`src/rtl/core/alivr_front.sv`:
```
// Front end: accepts segments, keeps the previous one and queues work words.
// Depends on nothing outside this module.
module alivr_front #(
  parameter int CB = 11
) (
  input  logic            clk,
  input  logic            rst_n,
  input  logic            in_push,
  output logic            in_full,
  input  logic [CB-1:0]   in_start_col,
  input  logic [CB-1:0]   in_start_row,
  input  logic [CB-1:0]   in_end_col,
  input  logic [CB-1:0]   in_end_row,
  input  logic            in_frame_end,
  output logic            q_valid,
  input  logic            q_take,
  output logic [8*CB-1:0] q_seg,
  output logic            q_have,
  output logic            q_last
);
  localparam int WW = 8 * CB + 2;
  logic [4*CB-1:0] prev_r;
  logic            pres_r;
  logic [WW-1:0]   mem_r [2];
  logic            wp_r, rp_r;
  logic [1:0]      cnt_r;
  logic            acc;
  logic [WW-1:0]   wr;

  assign in_full = cnt_r == 2'd2;
  assign acc = in_push && !in_full;
  assign wr = {in_frame_end, pres_r, prev_r,
               in_start_col, in_start_row, in_end_col, in_end_row};

  always_ff @(posedge clk) begin
    if (!rst_n) begin
      pres_r <= 1'b0;
      prev_r <= '0;
      wp_r <= 1'b0;
      rp_r <= 1'b0;
      cnt_r <= '0;
    end else begin
      if (acc) begin
        prev_r <= {in_start_col, in_start_row, in_end_col, in_end_row};
        pres_r <= !in_frame_end;
        if (pres_r || in_frame_end) wp_r <= !wp_r;
      end
      if (q_valid && q_take) rp_r <= !rp_r;
      cnt_r <= cnt_r + 2'(acc && (pres_r || in_frame_end)) - 2'(q_valid && q_take);
    end
    if (acc) mem_r[wp_r] <= wr;
  end

  assign q_valid = cnt_r != 2'd0;
  assign q_seg  = mem_r[rp_r][8*CB-1:0];
  assign q_have = mem_r[rp_r][WW-2];
  assign q_last = mem_r[rp_r][WW-1];
endmodule

```
`config.mk`:
```
export PLATFORM = sky130hd
export DESIGN_NAME = alivr_front
export DESIGN_NICKNAME = d
export VERILOG_FILES = /design/src/rtl/core/alivr_front.sv
export SDC_FILE = /design/constraint.sdc
export NUM_CORES = 1
export LEC_CHECK = 0
export BUFFER_PORTS_ARGS = -buffer_cell sky130_fd_sc_hd__buf_2
export CORE_MARGIN = 5
export CORE_UTILIZATION = 35
export DETAILED_ROUTE_END_ITERATION = 16
export GPL_TIMING_DRIVEN = 0
export SYNTH_ARGS = -nofsm -noshare
export SYNTH_HDL_FRONTEND = slang
export SYNTH_SLANG_ARGS = --single-unit
```
`constraint.sdc`:
```
create_clock -name clk -period 15.7 [get_ports clk]
set_clock_uncertainty 0.2 [all_clocks]
set_input_delay 0.785 -clock clk [delete_from_list [all_inputs] [get_ports clk]]
set_output_delay 0.785 -clock clk [all_outputs]
set_load 0.01 [all_outputs]
```
==> reports/metrics.yaml <==
outcome: "completed"
cp-start-kind: "flip-flop"
ios: 141
layout-drive-gt1-share_pct: 49.2
synth_cell_types: 32
n_fill_cell: 2185
die_h_um: 167
avgSynthCellArea_um2: 16.8
die-area_um2: 28000
dp_cells: 989
synthToLayoutAreaGrowth_pct: 23.3
place_ws_ns: 12.79
wire_per_inst_um: 18.3
numPortBuffers: 140
multi_input_area_um2: 1990
r2r-end: "mem_r[0][86]"
die_w_um: 167
final_cells: 1034
yosysWarnings: 0
grt_use_met3_pct: 3.51
arrival_ns: 1.87
hold_start: "prev_r[23]"
grt_max_degree: 48
place_congestion: 0.710
core_area_um2: 24300
num_vias: 4912
post-dp-hpwl_um: 12900
num_rows: 57
drv_cap: 0
rrSetupSlack_ns: 13.25
seq_area_um2: 6410
timing.final.ws_setup_ns: 12.85
crit_fanout: 10
gr-total-overflow: 0
cts_tree: "yes"
setup_viol: 0
root_buffer: "clkbuf_16"
tightest_slew_ns: 0.695
slew_violations: 0
synth_seq_cells: 230
dr.pass1.iters: 4
hold_end: "mem_r[1][67]"
ys_seq_area_share_pct: 73.9
synth_cells: 515
hold_path.class: "flip-flop to flip-flop"
antenna_cells: 0
grtUsageMet1_pct: 16.9
syn_nets: 566
syn_area_um2: 8660
drtIter0Drc: 285
hold_viol_final: 0
clk_latency_ns: 0.50
irDropWorstVdd_mv: 0.0933
cp-end-kind: "output pin"
path_class: "flip-flop to output pin"
drt_wl_total_um: 19000
finalCriticalPeriod_ns: 2.85
fin_tns_setup_ns: 0
timing.fmax_ghz: 0.351
drt-vias-per-instance: 4.75
post-route-period-util_pct: 18.2
clkTransAtPathRegs_ns: 0.06
cts-resized-gates: 0
busiest_layer: "met2"
drc_errors: 0
met2_usage_pct: 22.8
antenna_found_initial: 2
cts_buffers: 25
p_leak_nw: 3.91
grt_pass1_wl_um: 29600
critPathRequiredTime_ns: 14.72
fin_total_pwr_mw: 1.87
grt_usage_pct: 13.2
ant_nets: 0
hold_buffers: 0
fin_nets: 743
cts.sinks: 230
hold_path_depth: 0
cts_setup_buffers: 0
ctsLongestPathBuffers: 3
worst_slew_margin_rel_pct: 53.7
start_util_pct: 35.6
power_density_nw_per_um2: 175
rsz0062_at_grt: "no"
timing.rr.start: "cnt_r[0]"
grt_pass1_vias: 5237
reg2reg_depth: 8
htree_num_levels: 1
## worst max path at each step
stage	depth (start not counted)	end	startpoint	slack (ns)
after floorplan	4	mem_r[0][0]	in_push	7.61
after global placement	5	mem_r[0][83]	in_push	3.64
after detailed placement	8	mem_r[0][86]	in_push	12.79
after CTS	4	q_seg[26]	flip-flop	12.77
after global routing	4	q_have	flip-flop	12.74
final	4	q_have	flip-flop	12.85
## Yosys cell counts, drive strengths merged
| cell | n | area share, % |
|---|---|---|
| a211oi | 1 | 0.14 |
| a21oi | 45 | 3.4 |
| and2 | 2 | 0.14 |
| and3 | 1 | 0.072 |
| buf | 32 | 2.9 |
| clkbuf | 3 | 0.14 |
| dfxtp | 50 | 12 |
| edfxtp | 180 | 62 |
| ha | 2 | 0.29 |
| inv | 5 | 0.22 |
| mux2 | 90 | 12 |
| mux2i | 1 | 0.12 |
| nand2 | 1 | 0.043 |
| nand2b | 2 | 0.17 |
| nand3 | 44 | 2.5 |
| nor2 | 5 | 0.22 |
| nor3 | 3 | 0.30 |
| o21a | 1 | 0.087 |
| o21ai | 44 | 3.3 |
| or2 | 1 | 0.072 |
| xnor2 | 1 | 0.10 |
| xor2 | 1 | 0.10 |
## logic make-up after synthesis
group | after synthesis | share of synthesized area (%)
mux | 91 | 11.8
fa+ha+maj | 2 | 0.289
xor+xnor | 2 | 0.202
buf+inv | 40 | 3.26
simple gates | 59 | 3.57
flops | 230 | 73.9
compound gates | 91 | 6.93
## area by class of cell
type	instances	share of cell area, %
timing repair buffer	150	7.76
buffer	35	2.47
clock buffer	34	6.26
sequential	230	59.9
inverter	5	0.176
clock inverter	11	1.01
tap	324	3.79
multi-input combinational	245	18.6
## registers in the layout (all words and copies together), names as in the netlist, named ones only
signal  flops
cnt_r       2
mem_r     180
pres_r      1
prev_r     44
rp_r        1
wp_r        1
## worst max-delay path: stages, from the launching register on
cell	delay, ns
dfxtp_1	0.30
buf_2	0.26
buf_4	0.26
mux2_2	0.39
buf_2	0.15
## power breakdown
group          internal, mW  total [mW]  switching, mW
sequential            0.771       0.801         0.0294
clock                 0.331       0.554          0.223
combinational         0.231       0.513          0.282
total                  1.33        1.87          0.535
## through the flow
step	instance area (µm²)	util (%)	hold slack [ns]
floorplan	8660	-	0.219
global placement	9770	40.2	0.223
detailed placement	9910	40.7	0.233
CTS	10700	43.9	0.247
global route	10700	43.9	0.263
finish	10700	43.9	0.247
## layer usage
metal | up-vias | routed length (µm)
met1 | 2438 | 8210
met3 | 24 | 1150
met4 | 4 | 259
li1 | 2318 | -
met2 | 128 | 9320
met5 | - | 21
## layout by cell type (no fill, tap or decap), types with 4 or more instances in the layout
cell,synthesis,layout
a21oi_1,27,27
o21ai_2,18,18
buf_2,12,152
clkbuf_16,0,25
nor2_1,5,5
mux2_2,90,90
clkbuf_1,2,10
edfxtp_1,180,180
dfxtp_1,50,50
buf_6,2,11
clkinv_1,0,4
o21ai_0,26,26
buf_4,14,14
a21oi_2,18,18
nand3_1,44,44
Note: power is estimated with default switching activity, not from simulation.
